===== src/design/anp_pkg.sv =====
`timescale 1ns / 1ps

package anp_pkg;

	localparam int unsigned BASE_BITS   = 6;
	localparam int unsigned CHAR_BITS   = 8;
	localparam int unsigned VALUE_BITS  = 32;
	localparam int unsigned OFFSET_BITS = 16;

	localparam logic [BASE_BITS-1:0] MAX_BASE  = 6'd36;
	localparam logic [BASE_BITS-1:0] BASE_AUTO = 6'd0;
	localparam logic [BASE_BITS-1:0] BASE_ONE  = 6'd1;
	localparam logic [BASE_BITS-1:0] BASE_OCT  = 6'd8;
	localparam logic [BASE_BITS-1:0] BASE_DEC  = 6'd10;
	localparam logic [BASE_BITS-1:0] BASE_HEX  = 6'd16;
	localparam logic [BASE_BITS-1:0] NO_DIGIT  = 6'd63;

	localparam logic [CHAR_BITS-1:0] CH_TAB    = 8'h09;
	localparam logic [CHAR_BITS-1:0] CH_CR     = 8'h0D;
	localparam logic [CHAR_BITS-1:0] CH_SPACE  = 8'h20;
	localparam logic [CHAR_BITS-1:0] CH_PLUS   = 8'h2B;
	localparam logic [CHAR_BITS-1:0] CH_MINUS  = 8'h2D;
	localparam logic [CHAR_BITS-1:0] CH_ZERO   = 8'h30;
	localparam logic [CHAR_BITS-1:0] CH_NINE   = 8'h39;
	localparam logic [CHAR_BITS-1:0] CH_UP_A   = 8'h41;
	localparam logic [CHAR_BITS-1:0] CH_UP_X   = 8'h58;
	localparam logic [CHAR_BITS-1:0] CH_UP_Z   = 8'h5A;
	localparam logic [CHAR_BITS-1:0] CH_LO_A   = 8'h61;
	localparam logic [CHAR_BITS-1:0] CH_LO_X   = 8'h78;
	localparam logic [CHAR_BITS-1:0] CH_LO_Z   = 8'h7A;

	typedef enum logic [2:0] {
		PH_DONE,
		PH_LEAD,
		PH_ZERO,
		PH_PREFIX,
		PH_DIGITS
	} phase_t;

	typedef enum logic [1:0] {
		ST_OK,
		ST_BAD_BASE,
		ST_RANGE
	} status_t;

	typedef struct packed {
		phase_t                phase;
		logic                  negative;
		logic                  digit_seen;
		logic [BASE_BITS-1:0]  base;
	} ctl_t;

	function automatic logic [BASE_BITS-1:0] digit_of(input logic [CHAR_BITS-1:0] c);
		logic [CHAR_BITS-1:0] d;
		d = {2'b00, NO_DIGIT};
		if (c >= CH_ZERO && c <= CH_NINE) begin
			d = c - CH_ZERO;
		end else if (c >= CH_LO_A && c <= CH_LO_Z) begin
			d = c - CH_LO_A + 8'd10;
		end else if (c >= CH_UP_A && c <= CH_UP_Z) begin
			d = c - CH_UP_A + 8'd10;
		end
		return d[BASE_BITS-1:0];
	endfunction

endpackage


===== src/design/ascii_unsigned_number_parser.sv =====
`timescale 1ns / 1ps

// ASCII unsigned number parser.
// Input channel: one character per word with first_char marking the start of a
// string; in_valid/in_ready handshake. A string yields at most one result word
// on the output channel (out_valid/out_ready): the value, the count of
// characters consumed up to the end of the number and a status.
// number_base is written through number_base_we and sampled on each first
// character; write it only while the block is idle.
// A result passes through the input register and then the result register
// after the character that ends the number is accepted.
// One character per cycle while no result is held waiting for the receiver;
// the multiply-add of the accumulator by the base sits between those two registers.
// When the receiver stalls with a result pending, the character stage holds
// and in_ready drops once that stage is full; nothing is lost.
// Reset clears the character stage, the result valid flag (not the result data),
// the parse state and number_base; the block then ignores characters until one flagged first_char arrives.

module ascii_unsigned_number_parser #(
	parameter int unsigned VALUE_BITS  = anp_pkg::VALUE_BITS,
	parameter int unsigned OFFSET_BITS = anp_pkg::OFFSET_BITS
) (
	input  logic                           clk,
	input  logic                           arst_n,
	input  logic                           number_base_we,
	input  logic [anp_pkg::BASE_BITS-1:0]  number_base,
	input  logic                           in_valid,
	output logic                           in_ready,
	input  logic [anp_pkg::CHAR_BITS-1:0]  character,
	input  logic                           first_char,
	output logic                           out_valid,
	input  logic                           out_ready,
	output logic [VALUE_BITS-1:0]          number_value,
	output logic [OFFSET_BITS-1:0]         end_offset,
	output logic [1:0]                     status
);

	logic [anp_pkg::BASE_BITS-1:0] number_base_q;
	logic                          valid_s1;
	logic [anp_pkg::CHAR_BITS-1:0] char_s1;
	logic                          first_s1;
	anp_pkg::ctl_t                 ctl_q;
	anp_pkg::ctl_t                 ctl_nxt;
	logic [VALUE_BITS-1:0]         acc_q;
	logic [VALUE_BITS-1:0]         acc_nxt;
	logic [OFFSET_BITS-1:0]        pos_q;
	logic [OFFSET_BITS-1:0]        pos_nxt;
	logic                          emit;
	logic [VALUE_BITS-1:0]         res_value;
	logic [OFFSET_BITS-1:0]        res_offset;
	anp_pkg::status_t              res_status;
	logic                          out_valid_q;
	logic [VALUE_BITS-1:0]         value_q;
	logic [OFFSET_BITS-1:0]        offset_q;
	anp_pkg::status_t              status_q;
	logic                          advance;

	assign advance  = !out_valid_q || out_ready;
	assign in_ready = !valid_s1 || advance;

	always_ff @(posedge clk or negedge arst_n) begin
		if (!arst_n) begin
			number_base_q <= '0;
		end else if (number_base_we) begin
			number_base_q <= number_base;
		end
	end

	always_ff @(posedge clk or negedge arst_n) begin
		if (!arst_n) begin
			valid_s1 <= 1'b0;
			char_s1  <= '0;
			first_s1 <= 1'b0;
		end else if (in_ready) begin
			valid_s1 <= in_valid;
			if (in_valid) begin
				char_s1  <= character;
				first_s1 <= first_char;
			end
		end
	end

	anp_step #(
		.VALUE_BITS  (VALUE_BITS),
		.OFFSET_BITS (OFFSET_BITS)
	) u_step (
		.ctl        (ctl_q),
		.acc        (acc_q),
		.pos        (pos_q),
		.character  (char_s1),
		.first_char (first_s1),
		.cfg_base   (number_base_q),
		.ctl_nxt    (ctl_nxt),
		.acc_nxt    (acc_nxt),
		.pos_nxt    (pos_nxt),
		.emit       (emit),
		.res_value  (res_value),
		.res_offset (res_offset),
		.res_status (res_status)
	);

	always_ff @(posedge clk or negedge arst_n) begin
		if (!arst_n) begin
			ctl_q       <= '{phase: anp_pkg::PH_DONE, negative: 1'b0, digit_seen: 1'b0,
			                 base: anp_pkg::BASE_AUTO};
			acc_q       <= '0;
			pos_q       <= '0;
			out_valid_q <= 1'b0;
		end else if (advance) begin
			out_valid_q <= valid_s1 && emit;
			if (valid_s1) begin
				ctl_q <= ctl_nxt;
				acc_q <= acc_nxt;
				pos_q <= pos_nxt;
			end
		end
	end

	// hold the result word until taken
	always_ff @(posedge clk) begin
		if (advance && valid_s1 && emit) begin
			value_q  <= res_value;
			offset_q <= res_offset;
			status_q <= res_status;
		end
	end

	assign out_valid    = out_valid_q;
	assign number_value = value_q;
	assign end_offset   = offset_q;
	assign status       = status_q;

endmodule


===== src/design/anp_step.sv =====
`timescale 1ns / 1ps

module anp_step #(
	parameter int unsigned VALUE_BITS  = anp_pkg::VALUE_BITS,
	parameter int unsigned OFFSET_BITS = anp_pkg::OFFSET_BITS
) (
	input  anp_pkg::ctl_t                  ctl,
	input  logic [VALUE_BITS-1:0]          acc,
	input  logic [OFFSET_BITS-1:0]         pos,
	input  logic [anp_pkg::CHAR_BITS-1:0]  character,
	input  logic                           first_char,
	input  logic [anp_pkg::BASE_BITS-1:0]  cfg_base,
	output anp_pkg::ctl_t                  ctl_nxt,
	output logic [VALUE_BITS-1:0]          acc_nxt,
	output logic [OFFSET_BITS-1:0]         pos_nxt,
	output logic                           emit,
	output logic [VALUE_BITS-1:0]          res_value,
	output logic [OFFSET_BITS-1:0]         res_offset,
	output anp_pkg::status_t               res_status
);

	logic [anp_pkg::BASE_BITS-1:0] dig;
	logic                          consume;
	logic [VALUE_BITS-1:0]         acc_w;
	logic [OFFSET_BITS-1:0]        pos_w;
	logic [VALUE_BITS+anp_pkg::BASE_BITS-1:0] mac;

	assign dig = anp_pkg::digit_of(character);

	always_comb begin
		ctl_nxt    = ctl;
		acc_w      = acc;
		pos_w      = pos;
		consume    = 1'b0;
		emit       = 1'b0;
		res_value  = '0;
		res_offset = '0;
		res_status = anp_pkg::ST_OK;
		mac        = '0;

		if (first_char) begin
			ctl_nxt.negative   = 1'b0;
			ctl_nxt.digit_seen = 1'b0;
			ctl_nxt.base       = cfg_base;
			acc_w              = '0;
			pos_w              = '0;
			if (cfg_base == anp_pkg::BASE_ONE || cfg_base > anp_pkg::MAX_BASE) begin
				ctl_nxt.phase = anp_pkg::PH_DONE;
				emit          = 1'b1;
				res_status    = anp_pkg::ST_BAD_BASE;
			end else begin
				ctl_nxt.phase = anp_pkg::PH_LEAD;
			end
		end

		if (ctl_nxt.phase == anp_pkg::PH_LEAD) begin
			if (character inside {[anp_pkg::CH_TAB:anp_pkg::CH_CR], anp_pkg::CH_SPACE}) begin
				consume = 1'b1;
			end else if (character == anp_pkg::CH_PLUS || character == anp_pkg::CH_MINUS) begin
				ctl_nxt.negative = (character == anp_pkg::CH_MINUS);
				ctl_nxt.phase    = anp_pkg::PH_ZERO;
				consume          = 1'b1;
			end else begin
				ctl_nxt.phase = anp_pkg::PH_ZERO;
			end
		end

		if (ctl_nxt.phase == anp_pkg::PH_ZERO && !consume) begin
			if (character == anp_pkg::CH_ZERO) begin
				ctl_nxt.phase = anp_pkg::PH_PREFIX;
				consume       = 1'b1;
			end else begin
				if (ctl_nxt.base == anp_pkg::BASE_AUTO) begin
					ctl_nxt.base = anp_pkg::BASE_DEC;
				end
				ctl_nxt.phase = anp_pkg::PH_DIGITS;
			end
		end

		if (ctl_nxt.phase == anp_pkg::PH_PREFIX && !consume) begin
			if ((ctl_nxt.base == anp_pkg::BASE_AUTO || ctl_nxt.base == anp_pkg::BASE_HEX) &&
			    (character == anp_pkg::CH_LO_X || character == anp_pkg::CH_UP_X)) begin
				ctl_nxt.base  = anp_pkg::BASE_HEX;
				ctl_nxt.phase = anp_pkg::PH_DIGITS;
				consume       = 1'b1;
			end else begin
				ctl_nxt.digit_seen = 1'b1;
				if (ctl_nxt.base == anp_pkg::BASE_AUTO) begin
					ctl_nxt.base = anp_pkg::BASE_OCT;
				end
				ctl_nxt.phase = anp_pkg::PH_DIGITS;
			end
		end

		if (ctl_nxt.phase == anp_pkg::PH_DIGITS && !consume) begin
			if (dig < ctl_nxt.base) begin
				ctl_nxt.digit_seen = 1'b1;
				mac     = acc_w * ctl_nxt.base
				        + {{VALUE_BITS{1'b0}}, dig};
				acc_w   = mac[VALUE_BITS-1:0];
				consume = 1'b1;
			end else begin
				ctl_nxt.phase = anp_pkg::PH_DONE;
				emit          = 1'b1;
				res_offset    = ctl_nxt.digit_seen ? pos_w : '0;
				if (ctl_nxt.negative) begin
					if (!acc_w[VALUE_BITS-1]) begin
						res_value = '0 - acc_w;
					end else begin
						res_value  = '1;
						res_status = anp_pkg::ST_RANGE;
					end
				end else begin
					res_value = acc_w;
				end
			end
		end

		if (consume && pos_w != {OFFSET_BITS{1'b1}}) begin
			pos_w = pos_w + 1'b1;
		end
	end

	assign acc_nxt = acc_w;
	assign pos_nxt = pos_w;

endmodule

===== config.mk =====
export PLATFORM = sky130hd
export DESIGN_NAME = ascii_unsigned_number_parser
export DESIGN_NICKNAME = d
export VERILOG_FILES = /design/src/design/anp_pkg.sv /design/src/design/ascii_unsigned_number_parser.sv /design/src/design/anp_step.sv
export SDC_FILE = /design/constraint.sdc
export NUM_CORES = 1
export LEC_CHECK = 0
export ABC_AREA = 1
export BUFFER_PORTS_ARGS = -buffer_cell sky130_fd_sc_hd__buf_2
export CORE_MARGIN = 2
export CORE_UTILIZATION = 65
export CTS_BUF_LIST = sky130_fd_sc_hd__clkbuf_4 sky130_fd_sc_hd__clkbuf_8 sky130_fd_sc_hd__clkbuf_16
export CTS_CLUSTER_DIAMETER = 40
export DETAILED_ROUTE_END_ITERATION = 10
export HOLD_SLACK_MARGIN = 0.05
export PLACE_DENSITY = 0.9
export SYNTH_ARGS = -nofsm -noshare
export SYNTH_HDL_FRONTEND = slang
export SYNTH_SLANG_ARGS = --single-unit

===== constraint.sdc =====
create_clock -name clk -period 12.37 [get_ports clk]
set_clock_uncertainty 0.1 [all_clocks]
set_input_delay 2.474 -clock clk [delete_from_list [all_inputs] [get_ports clk]]
set_output_delay 2.474 -clock clk [all_outputs]
set_load 0.01 [all_outputs]

### Word-level counts from Yosys, hierarchy flattened

Index checks and enable logic that the tools add are counted.

* register bits after elaboration: 126
* input port bits: 20
* word-level logic and storage cells: 126

* $add $sub $neg: 8
* multiply operators: 1
* order comparisons: 10
* equality and inequality tests: 13
* muxes and demuxes: 48
* bitwise logic cells: 2
* reductions and logical operators: 30

Operator list (count)
* 32-bit 2-to-1 mux: 5
* 6-bit 2-to-1 mux: 8
* 32-bit by 6-bit adder with 32-bit output: 1
* 8-bit by 6-bit equality test with 1-bit output (second input constant): 4
* 32-bit by 6-bit multiplier with 32-bit output: 1
* 16-bit 2-to-1 mux: 2
* 1-bit by 32-bit subtractor with 32-bit output (first input constant): 1
* 1-bit 2-to-1 mux: 19
* 16-bit by 1-bit adder with 16-bit output (second input constant): 1
* 8-bit by 7-bit equality test with 1-bit output (second input constant): 2
* 8-bit by 7-bit greater-or-equal comparator with 1-bit output (second input constant): 2
* 8-bit by 7-bit <= comparator with 1-bit output (second input constant): 2
* 16-bit != test (second input constant): 1
* 3-bit 2-to-1 mux: 5
* 6-bit by 4-bit adder with 6-bit output (second input constant): 2
* 1-bit logical AND: 12
* 6-bit logical NOT: 2
* 6-bit subtractor (second input constant): 2
* 11-bit 2-to-1 mux: 1
* 2-bit 2-to-1 mux: 5
* 8-bit by 4-bit greater-or-equal comparator with 1-bit output (second input constant): 1
* 8-bit by 6-bit greater-or-equal comparator with 1-bit output (second input constant): 1
* 8-bit by 4-bit <= comparator with 1-bit output (second input constant): 1
* 8-bit by 6-bit <= comparator with 1-bit output (second input constant): 1
* 17 further kinds: 30

### Logic depth before layout (Yosys ltp)

* depth after elaboration: 20
* gate-level depth with buffers: 38
* mapped depth without buffers: 38

### Modules after synthesis

A second synthesis with hierarchy kept.

* cell total of the unflattened synthesis: 1658
* area total of the unflattened synthesis: 12857.3 µm²

Modules (own cells, without submodules)
* anp_step: times used 1, cells each 1279, area an instance 8364.3 µm², sequential area each 0.0 µm²
* ascii_unsigned_number_parser: times used 1, cells each 379, area an instance 4493.1 µm², sequential area each 3403.3 µm²

### Least setup slack after synthesis

No wires, ideal clock.

* path kind: reg-to-reg
* start point: reg char_s1[0] in the netlist's numbering
* end point: reg acc_q[28]
* library setup time: 0.130 ns
* arrival time: 5.888 ns
* data required time: 12.140 ns
* slack: 6.252 ns
* cell stages (with the launch flop): 39
* buffers on the path: 0
* period minus slack after synthesis: 6.118 ns
* path through: dfrtp_1 -> inv_1 -> ha_1 -> nand2_1 -> nand2_1 -> nand3_1 -> nand3_1 -> nand2_1 -> nand2_1 -> nand3_2 -> nor2_4 -> nand2_1 -> nand2_1 -> nand2_1 -> nand2_1 -> nand2_1 -> inv_1 -> nand2_1 -> (+3 left out) -> fa_1 -> inv_1 -> fa_1 -> inv_1 -> ha_1 -> a21oi_1 -> o21ai_0 -> nand2_1 -> o211ai_1 -> nand2_1 -> nand3_1 -> nand2_1 -> o211ai_1 -> a21boi_0 -> o21ai_0 -> xor2_1 -> o21ai_1 -> o21ai_0

* longest elaborated chain between the ends: 17

RTL lines
* start: declaration: line ascii_unsigned_number_parser.sv:40 `logic [anp_pkg::CHAR_BITS-1:0] char_s1;`
* start signal: assignment: line ascii_unsigned_number_parser.sv:77 `char_s1 <= character;`
* 8-bit by 4-bit greater-or-equal comparator with 1-bit output (tied with other cells): line anp_step.sv:57 `if (character inside {[anp_pkg::CH_TAB:anp_pkg::CH_CR], anp_pkg::CH_SPACE}) begin`
* 1-bit logical AND or 1-bit logical OR (tied branches): line anp_step.sv:57, anp_step.sv:59
* 2-bit nonzero test or 1-bit 2-to-1 mux (tied branches): line anp_step.sv:57, anp_step.sv:59
* 4-bit 2-to-1 mux or 1-bit 2-to-1 mux (tied branches): line anp_step.sv:57
* 4-bit 2-to-1 mux or 1-bit 2-to-1 mux (tied branches): line anp_step.sv:56 `if (ctl_nxt.phase == anp_pkg::PH_LEAD) begin`
* 3-bit by 2-bit equality test with 1-bit output or 1-bit logical NOT (tied branches): line anp_step.sv:68 `if (ctl_nxt.phase == anp_pkg::PH_ZERO && !consume) begin`
* 1-bit logical AND: line anp_step.sv:68
* 6-bit 2-to-1 mux: line anp_step.sv:68
* 6-bit by 5-bit equality test with 1-bit output or 6-bit logical NOT (tied branches): line anp_step.sv:81, anp_step.sv:88
* 1-bit logical OR: line anp_step.sv:81 `if ((ctl_nxt.base == anp_pkg::BASE_AUTO || ctl_nxt.base == anp_pkg::BASE_HEX) &&`
* 1-bit logical AND: line anp_step.sv:81
* 6-bit 2-to-1 mux: line anp_step.sv:81
* 7-bit 2-to-1 mux: line anp_step.sv:80 `if (ctl_nxt.phase == anp_pkg::PH_PREFIX && !consume) begin`
* 32-bit by 6-bit multiplier with 32-bit output: line anp_step.sv:98 `mac = acc_w * ctl_nxt.base`
* 32-bit by 6-bit adder with 32-bit output: line anp_step.sv:99 `+ {{VALUE_BITS{1'b0}}, dig};`
* 32-bit 2-to-1 mux: line anp_step.sv:96 `if (dig < ctl_nxt.base) begin`
* 32-bit 2-to-1 mux (*): line anp_step.sv:95 `if (ctl_nxt.phase == anp_pkg::PH_DIGITS && !consume) begin`
* end signal: assignment: line ascii_unsigned_number_parser.sv:113 `acc_q <= acc_nxt;`
* end: declaration: line ascii_unsigned_number_parser.sv:44 `logic [VALUE_BITS-1:0] acc_q;`

Every way passes the cells marked *; elsewhere a longest branch is shown, timed or not.
A chain may end at the register's enable or synchronous reset.

### Final worst setup path

* start point: reg first_s1
* end point: reg acc_q[28]

* longest elaborated chain between the ends: 15

RTL lines
* start: declaration: line ascii_unsigned_number_parser.sv:41 `logic first_s1;`
* start signal: assignment: line ascii_unsigned_number_parser.sv:78 `first_s1 <= first_char;`
* 11-bit 2-to-1 mux: line anp_step.sv:41 `if (first_char) begin`
* 3-bit by 1-bit equality test with 1-bit output or 4-bit 2-to-1 mux (tied branches): line anp_step.sv:56, anp_step.sv:57
* 4-bit 2-to-1 mux or 1-bit 2-to-1 mux (tied branches): line anp_step.sv:56
* 3-bit by 2-bit equality test with 1-bit output or 1-bit logical NOT (tied branches): line anp_step.sv:68
* 1-bit logical AND: line anp_step.sv:68
* 6-bit 2-to-1 mux: line anp_step.sv:68
* 6-bit by 5-bit equality test with 1-bit output or 6-bit logical NOT (tied branches): line anp_step.sv:81, anp_step.sv:88
* 1-bit logical OR: line anp_step.sv:81
* 1-bit logical AND: line anp_step.sv:81
* 6-bit 2-to-1 mux: line anp_step.sv:81
* 7-bit 2-to-1 mux: line anp_step.sv:80
* 32-bit by 6-bit multiplier with 32-bit output: line anp_step.sv:98
* 32-bit by 6-bit adder with 32-bit output: line anp_step.sv:99
* 32-bit 2-to-1 mux: line anp_step.sv:96
* 32-bit 2-to-1 mux (*): line anp_step.sv:95

Marked as above.

==> summary.md <==
| Metric | Value |
|---|---|
| Status | complete, no violations |
| Die Ht | ~140 um |
| Clock share of power | 20.5% |
| Syn Std Cell Area | ~13000 um2 |
| PostCTS Resize Cnt | 0 |
| Core footprint | 18890 um2 |
| TritonRoute pass-1 iters | 7 |
| Psw | 1.178 mW |
| Sw Ratio | 48.87% |
| CTS buffer count | 17 |
| GPL Wtd Cong | 0.9567 |
| Die X | 143.4 um |
| Wire per inst | 17.16 um |
| Final Max Slew Viols | 0 |
| Clock Latency Late Sink | 0.44 ns |
| Syn Inst Count | 1607 |
| Worst-path fanout max | 48 |
| Most frequent cells in the layout | 300 x nor2_1, 283 x nand2_1, 184 x inv_1 |
| GRT Overall Usage | 33.58% |
| Synth Flop Type | dfrtp_1 |
| Vias | 11550 |
| RSZ-0062 raised after global routing | false |
| CTS Buffer Depth | 2 |
| Number of max-cap violations | 0 |
| Avg Inst Size Synth | 7.858 um2 |
| Dpl hpwl | about 23000 um |
| Postcts setup bufs | 0 |
| Crit end category | register |
| Crit share post-route | between 70% and 80% |
| Via-to-Cell Ratio | 6.021 |
| Top cell type's share of synthesized area | 17.75% |
| Sum Neg Setup Slack | 0 ns |
| I/O Buffers | 71 |
| WL final | 32910 um |
| Leading area contributor after synthesis | fa_1 |
| Seq/Total Area, Yosys | a little over a quarter |
| Cell-internal power | 1.233 mW |
| Netlist cell types | between 40 and 50 |
| M2 GR Usage | 54.89% |
| Overflow after GRT | 0 |
| Relative slew slack | between 30% and 40% |
| Sink Count | 126 |
| Most used cell, CP | nand2_1 |
| Fraction of layout cells with a size suffix above 1 | a little under a tenth |
| Max Clk Rate | 108.0 MHz |
| Total Die Area | 20560 um2 |
| Post-DP Area | approximately 13000 um2 |
| Crit path required time | 12.56 ns |
| Ys async rst share | 60.32% |
| Hold Vio Cnt, Final | 0 |
| Clk root buf | clkbuf_16 |
| Hold Path Class | reg2reg |
| GRT busiest layer | met2 |
| Initial Util | 66.84% |
| First-pass GRT wire length | 54270 um |
| Final setup fails | 0 |
| Commonest non-fill, non-tap cell in the layout | nor2_1 |
| YS warnings | 0 |
| Non-filler cells, final | 1918 |
| Crit path kind | reg2reg |
| Startpoint Class | register |
| Met1 Use GR | a little over two fifths |
| Sequential share of power | 24.8% |
| Main area contributors after synthesis | fa_1 18%, dfrtp_1 15%, edfxtp_1 12% |
| Start of the worst register-to-register path | first_s1 |
| M3 GR Usage | 7.931% |
| Peak VDD IR | 117.0 uV |
| Gate power share | 54.7% |
| Crit path from | first_s1 |
| Minimum clock period | 9.258 ns |
| Largest stage delay, worst path | about 0.84 ns |
| CTS tree | done |
| Power per cell area | between 150 and 200 nW/um2 |
| IO Pins | 72 |
| WHS | 0.3824 ns |
| Arr. time, crit path | 9.45 ns |
| 1st-iter DRT viols | about 1300 |
| Slew @ Worst Pin | slightly above 1 ns |
| Leak | 6.767 nW |
| Vias in the first global route | around 11000 |
| Placed Cells | approximately 1900 |
| Antenna cell count | 0 |
| NumNets Final | 1857 |
| Hold_buf cts | 0 |
| Largest net degree at the start of global routing | 77 |
| H-tree depth | 4 |
| Row count | 50 |
| Final instance area | about 14000 um2 |
| Start point of the worst hold path | pos_q[5] |
| DRC Markers | 0 |
| Clock-pin slew on the worst setup and hold paths | 0.06 ns |
| Area grow syn2layout | 8.323% |
| Pwr Total | 2.412 mW |
| Slowest-stage cell, CP | clkinv_1 |
| Final ANT Viol Nets | 0 |
| Net Count, Synth | 1819 |
| Number of flops mapped to enable cells by yosys | 50 |
| Fillers | 1402 |
| Antenna violations before repair | 0 |
| Register bit count reported by yosys | 126 |
## worst max-delay path: cells and delay by family (launching register included)
kind | cells | cell delay (ns)
flip-flops | 1 | 0.33
adder cells (fa/ha/maj) | 5 | 2.21
AO/OA/AOI/OAI | 9 | 1.62
AND/OR/NAND/NOR | 10 | 2.29
buffers and inverters | 4 | 2.35
XOR/XNOR | 1 | 0.17
## layer usage
metal / up-vias / share of wire (%) / routed length [um]
li1: 5240 / - / -
met1: 5381 / 39 / 12700
met2: 762 / 47 / 15440
met3: 166 / 10 / 3451
met4: 0 / 4.0 / 1319
met5: - / 0 / 0
## per-stage QoR
stage	utilization, %	setup WS, ns
after global routing	72.40	2.831
final	72.40	3.112
after detailed placement	69.35	3.733
after global placement	69.35	4.209
after floorplan	-	6.252
after CTS	72.40	3.506
## final timing paths
path,end,slack [ns],cells past startpoint
min reg2reg,pos_q[5],0.38,2
max reg2reg,acc_q[28],3.11,29
max in group asynchronous,acc_q[24],9.38,1
min,pos_q[5],0.38,2
max,acc_q[28],3.11,29
min in group asynchronous,char_s1[1],2.11,1
## final cells by class
cell class / instances / area (um2) / share of cell area [%]
inverters: 204 / 765.7 / 5.598
multi-input cells: 1218 / 8198 / 59.93
clock inverters: 13 / 112.6 / 0.8232
clock buffers: 19 / 464.2 / 3.393
flip-flops and latches: 126 / 3403 / 24.88
well taps: 260 / 325.3 / 2.378
repair buffers: 78 / 410.4 / 3.000
## logic make-up after synthesis
| logic type | Yosys count | share of synthesized area, % |
|---|---|---|
| compound gates | 252 | 10.72 |
| fa+ha+maj | 192 | 25.68 |
| simple gates | 715 | 24.31 |
| flops | 126 | 26.95 |
| xor+xnor | 59 | 4.092 |
| buf+inv | 263 | 8.243 |
## flip-flops by register name, summed over array words and instances, names as in the netlist
register,cells
ctl_q,11
acc_q,32
pos_q,16
first_s1,1
number_base_q,6
number_value,32
out_valid,1
valid_s1,1
status,2
end_offset,16
char_s1,8
## power groups by stage
| stage | Clock (mW) | Sequential [mW] | Combinational, mW |
|---|---|---|---|
| after detailed placement | 0 | 0.605 | 1.27 |
| after global placement | 0 | 0.601 | 1.22 |
| final | 0.493 | 0.599 | 1.32 |
| after global routing | 0.509 | 0.609 | 1.45 |
| after CTS | 0.491 | 0.598 | 1.29 |
| after floorplan | 0 | 0.623 | 0.940 |
## synthesized netlist by cell type (3+ instances only)
master,instances
a211oi_1,4
nor2_1,301
clkbuf_1,37
a21oi_1,91
ha_1,80
nand2_8,3
nor3_1,13
xor2_1,42
nand3_2,5
clkinv_1,9
xnor2_1,17
buf_2,10
nand3_1,64
nor4_1,7
o21ai_1,28
inv_1,184
o211ai_1,4
o22ai_1,7
o31ai_1,3
nor3_4,3
edfxtp_1,50
a31oi_1,21
nor2_4,6
nand2_1,284
buf_1,5
nor2_2,3
or2_1,3
nand4_1,11
inv_2,11
o21ai_0,84
dfrtp_1,76
fa_1,112
nand2_2,6
buf_4,4
(Power assumes the default switching activity.)
